===== config.mk =====
export PLATFORM = sky130hd
export DESIGN_NAME = rolling_rsi_trend
export DESIGN_NICKNAME = d
export VERILOG_FILES = /design/src/hdl/rrt_pkg.sv /design/src/hdl/rrt_ram.sv /design/src/hdl/rrt_queue.sv /design/src/hdl/rrt_front.sv /design/src/hdl/rrt_back.sv /design/src/hdl/rolling_rsi_trend.sv
export SDC_FILE = /design/constraint.sdc
export NUM_CORES = 2
export LEC_CHECK = 0
export BUFFER_PORTS_ARGS = -buffer_cell sky130_fd_sc_hd__buf_2
export CORE_ASPECT_RATIO = 1.2
export CORE_MARGIN = 8
export CORE_UTILIZATION = 52
export DETAILED_ROUTE_END_ITERATION = 6
export GPL_ROUTABILITY_DRIVEN = 1
export PLACE_DENSITY = 0.68
export SYNTH_ARGS = -nofsm -noshare
export SYNTH_HDL_FRONTEND = slang
export SYNTH_SLANG_ARGS = --single-unit

===== constraint.sdc =====
create_clock -name i_clk -period 12.35 [get_ports i_clk]
set_input_delay 1.8525 -clock i_clk [delete_from_list [all_inputs] [get_ports i_clk]]
set_output_delay 1.8525 -clock i_clk [all_outputs]
set_load 0.01 [all_outputs]

===== src/hdl/rrt_pkg.sv =====
`timescale 1ns / 1ps

package rrt_pkg;

    // default sizing
    localparam int MAX_WINDOW_DEF = 16;
    localparam int FRAC_BITS_DEF  = 16;

    // fixed field widths
    localparam int PRICE_W = 32;
    localparam int WLEN_W  = 5;
    localparam int ALPHA_W = 16;
    localparam int PCT_W   = 7;

    // percent scale constants
    localparam int PCT_FULL = 100;
    localparam int PCT_HALF = 50;

    // register indexes
    localparam logic [1:0] REG_WLEN  = 2'd0;
    localparam logic [1:0] REG_ALPHA = 2'd1;
    localparam logic [1:0] REG_THR   = 2'd2;

    // register reset values
    localparam logic [WLEN_W-1:0]  WLEN_RESET  = 5'd10;
    localparam logic [ALPHA_W-1:0] ALPHA_RESET = 16'd21845;
    localparam int                 THR_RESET   = 3277;

    // direction codes
    localparam logic [1:0] DIR_FLAT = 2'b00;
    localparam logic [1:0] DIR_UP   = 2'b01;
    localparam logic [1:0] DIR_DOWN = 2'b11;

endpackage


===== src/hdl/rrt_ram.sv =====
`timescale 1ns / 1ps

module rrt_ram #(
    parameter int WIDTH = 33,
    parameter int DEPTH = 16
) (
    input  logic                     i_clk,
    input  logic                     i_we,
    input  logic [$clog2(DEPTH)-1:0] i_waddr,
    input  logic [WIDTH-1:0]         i_wdata,
    input  logic                     i_re,
    input  logic [$clog2(DEPTH)-1:0] i_raddr,
    output logic [WIDTH-1:0]         o_rdata
);

    logic [WIDTH-1:0] r_mem [DEPTH];
    logic [WIDTH-1:0] r_rdata;

    // single write port, registered read port
    always_ff @(posedge i_clk) begin
        if (i_we) begin
            r_mem[i_waddr] <= i_wdata;
        end
        if (i_re) begin
            r_rdata <= r_mem[i_raddr];
        end
    end

    assign o_rdata = r_rdata;

endmodule


===== src/hdl/rrt_queue.sv =====
`timescale 1ns / 1ps

module rrt_queue #(
    parameter int WIDTH = 73,
    parameter int DEPTH = 2
) (
    input  logic             i_clk,
    input  logic             i_rst_n,
    input  logic             i_push,
    input  logic [WIDTH-1:0] i_data,
    output logic             o_full,
    input  logic             i_pop,
    output logic             o_empty,
    output logic [WIDTH-1:0] o_data
);

    localparam int AW = (DEPTH > 1) ? $clog2(DEPTH) : 1;
    localparam int CW = $clog2(DEPTH + 1);

    logic [WIDTH-1:0] r_mem [DEPTH];
    logic [AW-1:0]    r_wp;
    logic [AW-1:0]    r_rp;
    logic [CW-1:0]    r_count;
    logic             w_push;
    logic             w_pop;

    assign o_full  = (r_count == CW'(DEPTH));
    assign o_empty = (r_count == '0);
    assign o_data  = r_mem[r_rp];
    assign w_push  = i_push && !o_full;
    assign w_pop   = i_pop && !o_empty;

    // storage
    always_ff @(posedge i_clk) begin
        if (w_push) begin
            r_mem[r_wp] <= i_data;
        end
    end

    // pointers and occupancy
    always_ff @(posedge i_clk) begin
        if (!i_rst_n) begin
            r_wp    <= '0;
            r_rp    <= '0;
            r_count <= '0;
        end else begin
            if (w_push) begin
                r_wp <= (r_wp == AW'(DEPTH - 1)) ? '0 : r_wp + 1'b1;
            end
            if (w_pop) begin
                r_rp <= (r_rp == AW'(DEPTH - 1)) ? '0 : r_rp + 1'b1;
            end
            if (w_push && !w_pop) begin
                r_count <= r_count + 1'b1;
            end else if (w_pop && !w_push) begin
                r_count <= r_count - 1'b1;
            end
        end
    end

endmodule


===== src/hdl/rrt_front.sv =====
`timescale 1ns / 1ps

module rrt_front
    import rrt_pkg::*;
#(
    parameter int MAX_WINDOW = MAX_WINDOW_DEF,
    parameter int SUM_W      = PRICE_W + $clog2(MAX_WINDOW_DEF)
) (
    input  logic               i_clk,
    input  logic               i_rst_n,
    input  logic               i_price_valid,
    output logic               o_price_ready,
    input  logic [PRICE_W-1:0] i_price,
    input  logic               i_clear,
    input  logic [WLEN_W-1:0]  i_wlen,
    output logic               o_job_valid,
    input  logic               i_job_ready,
    output logic               o_job_ok,
    output logic [SUM_W-1:0]   o_job_gain,
    output logic [SUM_W-1:0]   o_job_loss
);

    localparam int LEN_W = $clog2(MAX_WINDOW + 1);
    localparam int PTR_W = $clog2(MAX_WINDOW);
    localparam int ENT_W = PRICE_W + 1;

    localparam logic [1:0] F_IDLE = 2'd0;
    localparam logic [1:0] F_SUB  = 2'd1;
    localparam logic [1:0] F_ADD  = 2'd2;
    localparam logic [1:0] F_PUSH = 2'd3;

    logic [1:0]         r_state;
    logic [PRICE_W-1:0] r_last;
    logic               r_seeded;
    logic [PTR_W-1:0]   r_ptr;
    logic [LEN_W-1:0]   r_fill;
    logic [SUM_W-1:0]   r_gain;
    logic [SUM_W-1:0]   r_loss;
    logic [ENT_W-1:0]   r_new;
    logic               r_ok;

    logic [LEN_W-1:0]   w_len;
    logic [PRICE_W:0]   w_diff;
    logic [PRICE_W:0]   w_neg;
    logic               w_pos;
    logic [PRICE_W-1:0] w_mag;
    logic               w_accept;
    logic [ENT_W-1:0]   w_old;
    logic [LEN_W-1:0]   n_ptr;

    // effective window length, clamped to 2..MAX_WINDOW
    always_comb begin
        if (i_wlen < WLEN_W'(2)) begin
            w_len = LEN_W'(2);
        end else if (32'(i_wlen) > MAX_WINDOW) begin
            w_len = LEN_W'(MAX_WINDOW);
        end else begin
            w_len = LEN_W'(i_wlen);
        end
    end

    // change as sign and magnitude
    assign w_diff = {1'b0, i_price} - {1'b0, r_last};
    assign w_neg  = ~w_diff + 1'b1;
    assign w_pos  = !w_diff[PRICE_W] && (w_diff != '0);
    assign w_mag  = w_diff[PRICE_W] ? w_neg[PRICE_W-1:0] : w_diff[PRICE_W-1:0];

    assign w_accept      = i_price_valid && o_price_ready;
    assign o_price_ready = (r_state == F_IDLE);
    assign o_job_valid   = (r_state == F_PUSH);
    assign o_job_ok      = r_ok;
    assign o_job_gain    = r_gain;
    assign o_job_loss    = r_loss;

    // next ring position
    assign n_ptr = LEN_W'(r_ptr) + 1'b1;

    // window ring, one entry per change
    rrt_ram #(
        .WIDTH (ENT_W),
        .DEPTH (MAX_WINDOW)
    ) u_ring (
        .i_clk   (i_clk),
        .i_we    (r_state == F_ADD),
        .i_waddr (r_ptr),
        .i_wdata (r_new),
        .i_re    (w_accept),
        .i_raddr (r_ptr),
        .o_rdata (w_old)
    );

    // accept, retire oldest change, add newest, hand off
    always_ff @(posedge i_clk) begin
        if (!i_rst_n) begin
            r_state  <= F_IDLE;
            r_last   <= '0;
            r_seeded <= 1'b0;
            r_ptr    <= '0;
            r_fill   <= '0;
            r_gain   <= '0;
            r_loss   <= '0;
            r_ok     <= 1'b0;
        end else if (i_clear) begin
            r_ptr  <= '0;
            r_fill <= '0;
            r_gain <= '0;
            r_loss <= '0;
        end else begin
            unique case (r_state)
                F_IDLE: begin
                    if (w_accept) begin
                        r_last <= i_price;
                        r_new  <= {w_pos, w_mag};
                        if (!r_seeded) begin
                            r_seeded <= 1'b1;
                            r_ok     <= 1'b0;
                            r_state  <= F_PUSH;
                        end else begin
                            r_state <= F_SUB;
                        end
                    end
                end
                F_SUB: begin
                    if (r_fill >= w_len) begin
                        if (w_old[PRICE_W]) begin
                            r_gain <= r_gain - SUM_W'(w_old[PRICE_W-1:0]);
                        end else begin
                            r_loss <= r_loss - SUM_W'(w_old[PRICE_W-1:0]);
                        end
                    end else begin
                        r_fill <= r_fill + 1'b1;
                    end
                    r_state <= F_ADD;
                end
                F_ADD: begin
                    if (r_new[PRICE_W]) begin
                        r_gain <= r_gain + SUM_W'(r_new[PRICE_W-1:0]);
                    end else begin
                        r_loss <= r_loss + SUM_W'(r_new[PRICE_W-1:0]);
                    end
                    r_ptr   <= (n_ptr >= w_len) ? '0 : PTR_W'(n_ptr);
                    r_ok    <= (r_fill >= w_len);
                    r_state <= F_PUSH;
                end
                F_PUSH: begin
                    if (i_job_ready) begin
                        r_state <= F_IDLE;
                    end
                end
                default: r_state <= F_IDLE;
            endcase
        end
    end

endmodule


===== src/hdl/rrt_back.sv =====
`timescale 1ns / 1ps

module rrt_back
    import rrt_pkg::*;
#(
    parameter int FRAC_BITS = FRAC_BITS_DEF,
    parameter int SUM_W     = PRICE_W + $clog2(MAX_WINDOW_DEF)
) (
    input  logic                           i_clk,
    input  logic                           i_rst_n,
    input  logic                           i_job_valid,
    output logic                           o_job_ready,
    input  logic                           i_job_ok,
    input  logic [SUM_W-1:0]               i_job_gain,
    input  logic [SUM_W-1:0]               i_job_loss,
    input  logic [ALPHA_W-1:0]             i_alpha,
    input  logic [FRAC_BITS+PCT_W-1:0]     i_thr,
    output logic                           o_res_valid,
    input  logic                           i_res_ready,
    output logic                           o_value_valid,
    output logic [FRAC_BITS+PCT_W-1:0]     o_rsi_value,
    output logic signed [FRAC_BITS+PCT_W:0] o_rsi_slope,
    output logic signed [FRAC_BITS+PCT_W:0] o_smoothed_trend,
    output logic signed [1:0]              o_direction
);

    localparam int RSI_W  = FRAC_BITS + PCT_W;
    localparam int TR_W   = RSI_W + 1;
    localparam int NUM_W  = SUM_W + PCT_W;
    localparam int CNT_W  = $clog2(RSI_W);
    localparam int WT_W   = ALPHA_W + 1;
    localparam int PROD_W = TR_W + WT_W + 1;

    localparam logic [2:0] B_IDLE  = 3'd0;
    localparam logic [2:0] B_DIV   = 3'd1;
    localparam logic [2:0] B_SLOPE = 3'd2;
    localparam logic [2:0] B_MUL   = 3'd3;
    localparam logic [2:0] B_EMA   = 3'd4;
    localparam logic [2:0] B_DIR   = 3'd5;
    localparam logic [2:0] B_OUT   = 3'd6;

    localparam logic [RSI_W-1:0] RSI_FULL = RSI_W'(PCT_FULL) << FRAC_BITS;
    localparam logic [RSI_W-1:0] RSI_HALF = RSI_W'(PCT_HALF) << FRAC_BITS;

    logic [2:0]               r_state;
    logic [SUM_W-1:0]         r_div;
    logic [SUM_W-1:0]         r_rem;
    logic [RSI_W-1:0]         r_low;
    logic [RSI_W-1:0]         r_quo;
    logic [CNT_W-1:0]         r_cnt;
    logic [RSI_W-1:0]         r_rsi_now;
    logic signed [TR_W-1:0]   r_slope;
    logic signed [TR_W-1:0]   r_trend;
    logic                     r_warmed;
    logic signed [PROD_W-1:0] r_p1;
    logic signed [PROD_W-1:0] r_p2;
    logic                     r_o_vv;
    logic [RSI_W-1:0]         r_o_rsi;
    logic signed [TR_W-1:0]   r_o_slope;
    logic signed [TR_W-1:0]   r_o_trend;
    logic [1:0]               r_o_dir;

    logic [NUM_W-1:0]         w_num;
    logic [SUM_W:0]           w_trial;
    logic [SUM_W:0]           w_sub;
    logic                     w_ge;
    logic [WT_W-1:0]          w_wt;
    logic signed [PROD_W-1:0] w_sum;
    logic signed [TR_W-1:0]   w_thr;

    // dividend 100*G, split into the part below the divisor and the bits to shift in
    assign w_num = NUM_W'(i_job_gain) * NUM_W'(PCT_FULL);

    // one restoring division step
    assign w_trial = {r_rem, r_low[RSI_W-1]};
    assign w_sub   = w_trial - {1'b0, r_div};
    assign w_ge    = !w_sub[SUM_W];

    // average weights and threshold
    assign w_wt  = WT_W'(2 ** ALPHA_W) - WT_W'(i_alpha);
    assign w_sum = r_p1 + r_p2;
    assign w_thr = $signed({1'b0, i_thr});

    assign o_job_ready      = (r_state == B_IDLE);
    assign o_res_valid      = (r_state == B_OUT);
    assign o_value_valid    = r_o_vv;
    assign o_rsi_value      = r_o_rsi;
    assign o_rsi_slope      = r_o_slope;
    assign o_smoothed_trend = r_o_trend;
    assign o_direction      = r_o_dir;

    // datapath registers
    always_ff @(posedge i_clk) begin
        unique case (r_state)
            B_IDLE: begin
                r_div <= i_job_gain + i_job_loss;
                r_rem <= w_num[NUM_W-1:PCT_W];
                r_low <= {w_num[PCT_W-1:0], {FRAC_BITS{1'b0}}};
                r_quo <= RSI_FULL;
                r_cnt <= CNT_W'(RSI_W - 1);
            end
            B_DIV: begin
                r_rem <= w_ge ? w_sub[SUM_W-1:0] : w_trial[SUM_W-1:0];
                r_low <= r_low << 1;
                r_quo <= {r_quo[RSI_W-2:0], w_ge};
                r_cnt <= r_cnt - 1'b1;
            end
            B_SLOPE: begin
                r_slope <= $signed({1'b0, r_quo}) - $signed({1'b0, r_rsi_now});
            end
            B_MUL: begin
                r_p1 <= PROD_W'($signed({1'b0, i_alpha}) * r_slope);
                r_p2 <= PROD_W'($signed({1'b0, w_wt}) * r_trend);
            end
            default: begin
            end
        endcase
    end

    // sequencer and carried state
    always_ff @(posedge i_clk) begin
        if (!i_rst_n) begin
            r_state   <= B_IDLE;
            r_rsi_now <= RSI_HALF;
            r_trend   <= '0;
            r_warmed  <= 1'b0;
            r_o_vv    <= 1'b0;
            r_o_rsi   <= '0;
            r_o_slope <= '0;
            r_o_trend <= '0;
            r_o_dir   <= DIR_FLAT;
        end else begin
            unique case (r_state)
                B_IDLE: begin
                    if (i_job_valid) begin
                        if (!i_job_ok) begin
                            r_o_vv    <= 1'b0;
                            r_o_rsi   <= '0;
                            r_o_slope <= '0;
                            r_o_trend <= '0;
                            r_o_dir   <= DIR_FLAT;
                            r_state   <= B_OUT;
                        end else if (i_job_loss == '0) begin
                            r_state <= B_SLOPE;
                        end else begin
                            r_state <= B_DIV;
                        end
                    end
                end
                B_DIV: begin
                    if (r_cnt == '0) begin
                        r_state <= B_SLOPE;
                    end
                end
                B_SLOPE: begin
                    r_rsi_now <= r_quo;
                    r_state   <= B_MUL;
                end
                B_MUL: begin
                    if (!r_warmed) begin
                        r_trend  <= r_slope;
                        r_warmed <= 1'b1;
                        r_state  <= B_DIR;
                    end else begin
                        r_state <= B_EMA;
                    end
                end
                B_EMA: begin
                    // floor of the weighted sum over 2^16
                    r_trend <= w_sum[ALPHA_W+TR_W-1:ALPHA_W];
                    r_state <= B_DIR;
                end
                B_DIR: begin
                    r_o_vv    <= 1'b1;
                    r_o_rsi   <= r_rsi_now;
                    r_o_slope <= r_slope;
                    r_o_trend <= r_trend;
                    if (r_trend > w_thr) begin
                        r_o_dir <= DIR_UP;
                    end else if (r_trend < -w_thr) begin
                        r_o_dir <= DIR_DOWN;
                    end else begin
                        r_o_dir <= DIR_FLAT;
                    end
                    r_state <= B_OUT;
                end
                B_OUT: begin
                    if (i_res_ready) begin
                        r_state <= B_IDLE;
                    end
                end
                default: r_state <= B_IDLE;
            endcase
        end
    end

endmodule


===== src/hdl/rolling_rsi_trend.sv =====
`timescale 1ns / 1ps
// path from input beat to result beat: the front's accept, retire and add states, the
// job queue, then FRAC_BITS+7 serial divider steps (none with no losses in the window),
// slope, multiply, average and direction; the front takes a new price only after handing
// off its job; seeding and window-filling beats skip the divider but still give a result
// synchronous active-low reset clears control state, sums, RSI to 50 and registers
// to their defaults; the change ring needs no clearing pass

module rolling_rsi_trend
    import rrt_pkg::*;
#(
    parameter int MAX_WINDOW = MAX_WINDOW_DEF,
    parameter int FRAC_BITS  = FRAC_BITS_DEF
) (
    input  logic                              i_clk,
    input  logic                              i_rst_n,
    input  logic                              i_price_valid,
    output logic                              o_price_ready,
    input  logic [PRICE_W-1:0]                i_price,
    input  logic                              i_cfg_we,
    input  logic [1:0]                        i_cfg_index,
    input  logic [((FRAC_BITS + PCT_W > ALPHA_W) ? FRAC_BITS + PCT_W : ALPHA_W)-1:0] i_cfg_data,
    output logic                              o_res_valid,
    input  logic                              i_res_ready,
    output logic                              o_value_valid,
    output logic [FRAC_BITS+PCT_W-1:0]        o_rsi_value,
    output logic signed [FRAC_BITS+PCT_W:0]   o_rsi_slope,
    output logic signed [FRAC_BITS+PCT_W:0]   o_smoothed_trend,
    output logic signed [1:0]                 o_direction
);

    localparam int RSI_W = FRAC_BITS + PCT_W;
    localparam int SUM_W = PRICE_W + $clog2(MAX_WINDOW);
    localparam int JOB_W = 2 * SUM_W + 1;
    localparam logic [RSI_W-1:0] RSI_FULL = RSI_W'(PCT_FULL) << FRAC_BITS;

    logic [WLEN_W-1:0]  r_wlen;
    logic [ALPHA_W-1:0] r_alpha;
    logic [RSI_W-1:0]   r_thr;

    logic               w_clear;
    logic               w_fj_valid;
    logic               w_fj_ok;
    logic [SUM_W-1:0]   w_fj_gain;
    logic [SUM_W-1:0]   w_fj_loss;
    logic               w_q_full;
    logic               w_q_empty;
    logic [JOB_W-1:0]   w_q_data;
    logic               w_bk_ready;

    assign w_clear = i_cfg_we && (i_cfg_index == REG_WLEN);

    // configuration registers
    always_ff @(posedge i_clk) begin
        if (!i_rst_n) begin
            r_wlen  <= WLEN_RESET;
            r_alpha <= ALPHA_RESET;
            r_thr   <= RSI_W'(THR_RESET);
        end else if (i_cfg_we) begin
            unique case (i_cfg_index)
                REG_WLEN:  r_wlen  <= i_cfg_data[WLEN_W-1:0];
                REG_ALPHA: r_alpha <= i_cfg_data[ALPHA_W-1:0];
                REG_THR:   r_thr   <= i_cfg_data[RSI_W-1:0];
                default: begin
                end
            endcase
        end
    end

    // window front end
    rrt_front #(
        .MAX_WINDOW (MAX_WINDOW),
        .SUM_W      (SUM_W)
    ) u_front (
        .i_clk         (i_clk),
        .i_rst_n       (i_rst_n),
        .i_price_valid (i_price_valid),
        .o_price_ready (o_price_ready),
        .i_price       (i_price),
        .i_clear       (w_clear),
        .i_wlen        (r_wlen),
        .o_job_valid   (w_fj_valid),
        .i_job_ready   (!w_q_full),
        .o_job_ok      (w_fj_ok),
        .o_job_gain    (w_fj_gain),
        .o_job_loss    (w_fj_loss)
    );

    // job queue between front and back
    rrt_queue #(
        .WIDTH (JOB_W),
        .DEPTH (2)
    ) u_queue (
        .i_clk   (i_clk),
        .i_rst_n (i_rst_n),
        .i_push  (w_fj_valid),
        .i_data  ({w_fj_ok, w_fj_gain, w_fj_loss}),
        .o_full  (w_q_full),
        .i_pop   (w_bk_ready),
        .o_empty (w_q_empty),
        .o_data  (w_q_data)
    );

    // RSI divider, slope average and direction
    rrt_back #(
        .FRAC_BITS (FRAC_BITS),
        .SUM_W     (SUM_W)
    ) u_back (
        .i_clk            (i_clk),
        .i_rst_n          (i_rst_n),
        .i_job_valid      (!w_q_empty),
        .o_job_ready      (w_bk_ready),
        .i_job_ok         (w_q_data[JOB_W-1]),
        .i_job_gain       (w_q_data[2*SUM_W-1:SUM_W]),
        .i_job_loss       (w_q_data[SUM_W-1:0]),
        .i_alpha          (r_alpha),
        .i_thr            (r_thr),
        .o_res_valid      (o_res_valid),
        .i_res_ready      (i_res_ready),
        .o_value_valid    (o_value_valid),
        .o_rsi_value      (o_rsi_value),
        .o_rsi_slope      (o_rsi_slope),
        .o_smoothed_trend (o_smoothed_trend),
        .o_direction      (o_direction)
    );

    // result beats without new values carry zero fields
    a_idle_fields_zero: assert property (@(posedge i_clk) disable iff (!i_rst_n)
        o_res_valid && !o_value_valid |->
            o_rsi_value == '0 && o_rsi_slope == '0 && o_smoothed_trend == '0 &&
            o_direction == DIR_FLAT)
        else $error("non-valid result beat carries nonzero fields");

    // RSI never exceeds full scale
    a_rsi_range: assert property (@(posedge i_clk) disable iff (!i_rst_n)
        o_res_valid |-> o_rsi_value <= RSI_FULL)
        else $error("rsi above 100 percent");

    // an up direction comes only with a positive smoothed trend
    a_dir_sign: assert property (@(posedge i_clk) disable iff (!i_rst_n)
        o_res_valid && o_direction == DIR_UP |-> o_smoothed_trend > 0)
        else $error("up direction with non-positive trend");

    a_dir_code: assert property (@(posedge i_clk) disable iff (!i_rst_n)
        o_res_valid |-> o_direction == DIR_UP || o_direction == DIR_DOWN ||
            o_direction == DIR_FLAT)
        else $error("invalid direction code");

endmodule


# Word level (Yosys, flattened, before mapping)
# Memories as Yosys holds them, arrays and structs flattened. A register that Yosys moved wholly into a read port is not among the register bits.
# Cells that the tools add are included.
# totals
wordCells,189
register_bits,550
ram_bits,674
memories,2
# memory_table
name,words,word_bits,rd,rd_ports_with_merged_regs,wr,line,source
u_front.u_ring.r_mem,16,33,1,1,1,rrt_ram.sv:16,logic [WIDTH-1:0] r_mem [DEPTH];
u_queue.r_mem,2,73,1,1,1,rrt_queue.sv:20,logic [WIDTH-1:0] r_mem [DEPTH];
# op_classes
n_mux,58
magnitude_cmp,6
n_eq_ne,25
n_reduce_logical,40
n_addsub,19
bitwise,4
multipliers,3
# ops
op,n
36-bit 2-to-1 mux,7
36-bit one-hot mux with 2 select lines,3
24-bit one-hot mux with 2 select lines,3
23-bit one-hot mux with 2 select lines,3
36-bit by 32-bit adder with 36-bit output,2
24-bit 2-to-1 mux,3
36-bit by 32-bit subtractor with 36-bit output,2
23-bit 2-to-1 mux,2
36-bit by 5-bit multiplier with 41-bit output (second input constant),1
40-bit adder,1
17-bit by 24-bit multiplier with 40-bit output,1
18-bit by 24-bit multiplier with 40-bit output,1
37-bit by 36-bit subtractor with 37-bit output,1
36-bit adder,1
36-bit zero test,1
33-bit nonzero test,1
32-bit by 32-bit subtractor with 33-bit output,1
32-bit by 1-bit adder with 32-bit output (second input constant),1
32-bit 2-to-1 mux,1
32-bit NOT,1
24-bit greater-than comparator,1
24-bit < comparator,1
23-bit negator with 24-bit output,1
23-bit by 23-bit subtractor with 24-bit output,1
38 further kinds,114

# Depth between registers and ports, before layout
# logic_depth
word_depth,7
depth_mapped,34
depth_no_buf,32

# By module
# From an unflattened synthesis, not the netlist that was laid out.
# hier_totals
cells_unflattened,8538
area_unflattened_um2,91940.7
# modules_own_cells
module,instances,area_per_inst_um2,cells_each,seq_area_each_um2
rrt_back,1,51142.8,5612,8778.4
rrt_ram,1,20961.4,864,16846.2
rrt_front,1,12483.2,1623,3333.2
rrt_queue,1,5524.0,252,4484.3
rolling_rsi_trend,1,1829.3,187,880.8

# Worst setup path before layout
# OpenSTA, ideal clock, no wires.
# synth_path
kind,reg-to-reg
startpoint,reg u_back.r_state[1]
endpoint,reg u_back.r_trend[1]
n_path_buf,4
arrival_ps,8232
path_slack_ps,3980
stages_incl_launch_ff,10
synth_period_minus_slack_ps,8370
path_cell_list,dfxtp_1 -> clkbuf_1 -> inv_1 -> nor3b_1 -> nor2b_1 -> clkbuf_1 -> buf_2 -> buf_2 -> mux2i_1 -> a211oi_1
# synth_via
elab_chain_cells,3
elab_cells_between_ends,6
cone_classes,eq/ne: 3; mux: 1; reduce/logical: 2
# synth_lines
element,line,source
from (decl),rrt_back.sv:45,logic [2:0] r_state;
from (signal assigned),rrt_back.sv:123,r_state <= B_IDLE;
from (signal assigned),rrt_back.sv:142,r_state <= B_OUT;
from (signal assigned),rrt_back.sv:144,r_state <= B_SLOPE;
3-bit by 2-bit equality test with 1-bit output / 3-bit equality test (equally long branches),rrt_back.sv:133,unique case (r_state)
2-bit inequality test (no line) / 2-bit nonzero test (equally long branches),--,
2-bit AND reduction (no line),--,
to (signal assigned),rrt_back.sv:161,r_trend <= r_slope;
to (signal assigned),rrt_back.sv:170,r_trend <= w_sum[ALPHA_W+TR_W-1:ALPHA_W];
to (decl),rrt_back.sv:53,logic signed [TR_W-1:0] r_trend;
# Parallel ways exist; a longest one is shown, timed or not.
# A chain may end at the register's enable or synchronous reset.

# Final worst setup path
# layout_path
startpoint,reg r_alpha[2]
endpoint,reg u_back.r_p2[34] (data pin)
# layout_via
elab_chain_cells,2
# layout_lines
element,line,source
from (decl),rolling_rsi_trend.sv:38,logic [ALPHA_W-1:0] r_alpha;
from (signal assigned),rolling_rsi_trend.sv:62,REG_ALPHA: r_alpha <= i_cfg_data[ALPHA_W-1:0];
17-bit by 16-bit subtractor with 17-bit output,rrt_back.sv:80,assign w_wt = WT_W'(2 ** ALPHA_W) - WT_W'(i_alpha);
18-bit by 24-bit multiplier with 40-bit output,rrt_back.sv:113,"r_p2 <= PROD_W'($signed({1'b0, w_wt}) * r_trend);"
to (signal assigned),rrt_back.sv:113,
to (decl),rrt_back.sv:56,logic signed [PROD_W-1:0] r_p2;
# No other way between the ends.

==> flow_summary.yaml <==
critical_path:
  slowest_delay_ns: 0.74
  startpoint: "r_alpha[2]"
  r2r_start: "r_alpha[2]"
  start_kind: "register"
  critPathRequiredTime_ns: 12.88
  ff2ff_setup_slack_ns: 3.29
  cpMostUsedCell: "fa_1"
  crit_slowest_cell: "or4_1"
  crit_arrival_ns: 9.59
  worstSetupEndpointType: "register"
  timing.rr.end: "u_back.r_p2[34]"
  path_max_fanout: 30
  crit_type: "reg -> reg"
  r2r_cells: 29
timing:
  max-slew-margin-rel_pct: 14.5
  finalCritPeriodShare_pct: 73.4
  setup_ws_ns: 3.29
  finalMaxSlewViolations: 0
  fin_setup_tns_ns: 0
  worstMarginPinSlew_ns: 1.28
  rsz0062_at_grt: "no"
  final-setup-viol-count: 0
  fin_skew_ns: 0.0596
  fmax_ghz: 0.110
  hold_viol_final: 0
  min_period_ns: 9.06
synth:
  synth_warnings: 0
  synthArstFlopShare_pct: 0
  ys_seq_area_share_pct: 37.6
  synth_area_per_cell_um2: 10.8
  syn_area_um2: 91200
  postSynthCellCount: 8445
  synth_edf_count: 949
  postSynthNetCount: 9917
  synth_top_flop_cell: "edfxtp_1"
  yosysUniqueCellTypes: 102
  ys_seq_elements: 1240
cts:
  holdBufCountCts: 0
  cts_tree: "done"
  cts.clk_slew.worst_paths_ns: 0.06
  clk_latency_ns: 0.81
  cts_buffers: 131
  postCtsSetupBuffers: 0
  clk_path_buf_depth: 3
  cts_root_buffer: "clkbuf_16"
  post_cts_resized: 0
  h-tree-depth: 4
  numClockSinks: 1240
min_path:
  hp-class: "reg -> reg"
  hold_depth: 2
  worstHoldEndpoint: "u_front.r_last[27]"
  min_from: "u_front.r_last[27]"
placement:
  dp.cells: 10600
  dp_hpwl_mm: 171
  io_buffers: 137
  place_ws_ns: 3.36
  routabilityCongestion: 0.902
finish:
  syn2layout_area_growth_pct: 8.71
  drive_gt1_share_pct: 8.96
  fill_cells: 14500
  final_nets: 9958
  layoutNonFillerInstCount: 10900
route:
  wl_per_cell_um: 21.9
  routed-via-count: 62900
  viasPerCell: 5.78
  drtPass1Iterations: 6
  ant_nets: 0
  wirelength_mm: 239
  drc_errors: 0
  drt_iter0_drc: 4648
floorplan:
  row_count: 168
  initial_core_util_pct: 52.3
  die-area_um2: 189000
  die_h_um: 475
  die_w_um: 398
  ioPinCount: 138
  core_area_um2: 174000
global_route:
  grt_pass1_wl_mm: 373
  grt_pass1_vias: 64600
  antenna_found_initial: 12
  grt_max_degree: 77
  grt.total_usage_pct: 25.3
  overflow: 0
job:
  cap_violations: 0
run_status:
  status: "completed"
## sequential cells by signal, indices dropped and copies added (netlist names), 32 cells and up, named ones only
signal / count
u_back.r_div: 36
u_back.r_p1: 40
u_back.r_p2: 40
u_back.r_rem: 36
u_front.o_job_gain: 36
u_front.o_job_loss: 36
u_front.r_last: 32
u_front.r_new: 33
u_front.u_ring.o_rdata: 33
u_front.u_ring.r_mem: 528
u_queue.r_mem: 146
## synth_stat cells (all sizes together), types with 107 or more instances
master	instances	area (um^2)
xnor2	271	2370
ha	612	7660
mux4	165	3720
a21oi	420	2110
nor3	107	552
o21ai	246	1230
clkbuf	293	1100
fa	798	16000
edfxtp	949	28500
nor2	344	1300
nand2	982	3690
a21o	143	1080
and2	347	2170
inv	1241	4660
dfxtp	291	5830
xor2	110	963
## worst max path at each step
stage                             end  depth (start not counted)
floorplan           u_back.r_trend[1]                          9
global placement      u_back.r_p2[34]                         29
detailed placement    u_back.r_p2[34]                         29
CTS                   u_back.r_p2[34]                         29
global route          u_back.r_p2[34]                         29
finish                u_back.r_p2[34]                         29
## worst max-delay path, delay by kind of cell, from the launching register on
family | cells | cell delay, ns
AOI/OAI and AO/OA | 9 | 1.47
xor gates and xnor gates | 1 | 0.16
adders and majority gates | 7 | 3.21
buffers and inverters | 4 | 0.63
DFF | 1 | 0.70
muxes | 1 | 0.22
and+or+nand+nor | 7 | 2.39
## per-stage QoR
step | utilization [%] | area, um^2 | hold slack (ns)
6_report | 56.9 | 99200 | 0.453
3_5_place_dp | 54.2 | 94600 | 0.447
4_1_cts | 56.8 | 99200 | 0.454
5_1_grt | 56.8 | 99200 | 0.473
3_3_place_gp | 54.2 | 94600 | 0.441
2_1_floorplan | - | 91200 | 0.425
## cell families after synthesis
group                      synth area share [%]
adders and majority gates                  25.9
AOI/OAI and AO/OA                          9.15
xor gates and xnor gates                   3.66
and+or+nand+nor                            11.6
muxes                                      5.54
DFF                                        37.6
buffers and inverters                      6.55
## placed cells by master, fill, tap and decap left out, types with 76 or more instances in the layout
cell type,synthesis,layout
ha_1,612,611
mux2i_1,76,76
buf_4,2,114
edfxtp_1,949,949
inv_1,1240,1240
fa_1,798,798
xnor2_1,271,265
a21oi_1,419,418
and2_1,347,330
xor2_1,110,107
buf_2,9,137
o21ai_0,181,181
dfxtp_1,291,277
clkbuf_16,0,132
nand3_1,97,96
nor3_1,105,103
a21o_1,142,142
nor2_1,343,339
nand2_1,982,980
mux4_2,165,165
a22oi_1,78,78
## cell type report
class / instances / area [um^2] / area share (%)
antenna: 4 / 10.0 / 0.0101
inverter: 1245 / 4680 / 4.72
clock buffer: 163 / 3470 / 3.50
clock inverter: 78 / 1150 / 1.16
sequential: 1240 / 34300 / 34.6
multi-input combinational: 5617 / 51100 / 51.5
timing repair buffer: 251 / 1540 / 1.55
tap: 2295 / 2870 / 2.90
## metal layers
layer	global-route usage, %	vias to the layer above	share of wire (%)
li1	-	28700	-
met1	33.8	31500	42
met2	42.2	2286	48
met3	4.89	477	7.6
met4	7.42	14	3.0
met5	0	-	0.040
Power is not shown: default switching activity piles up to over one toggle a cycle in this logic, so the estimate is an artifact.
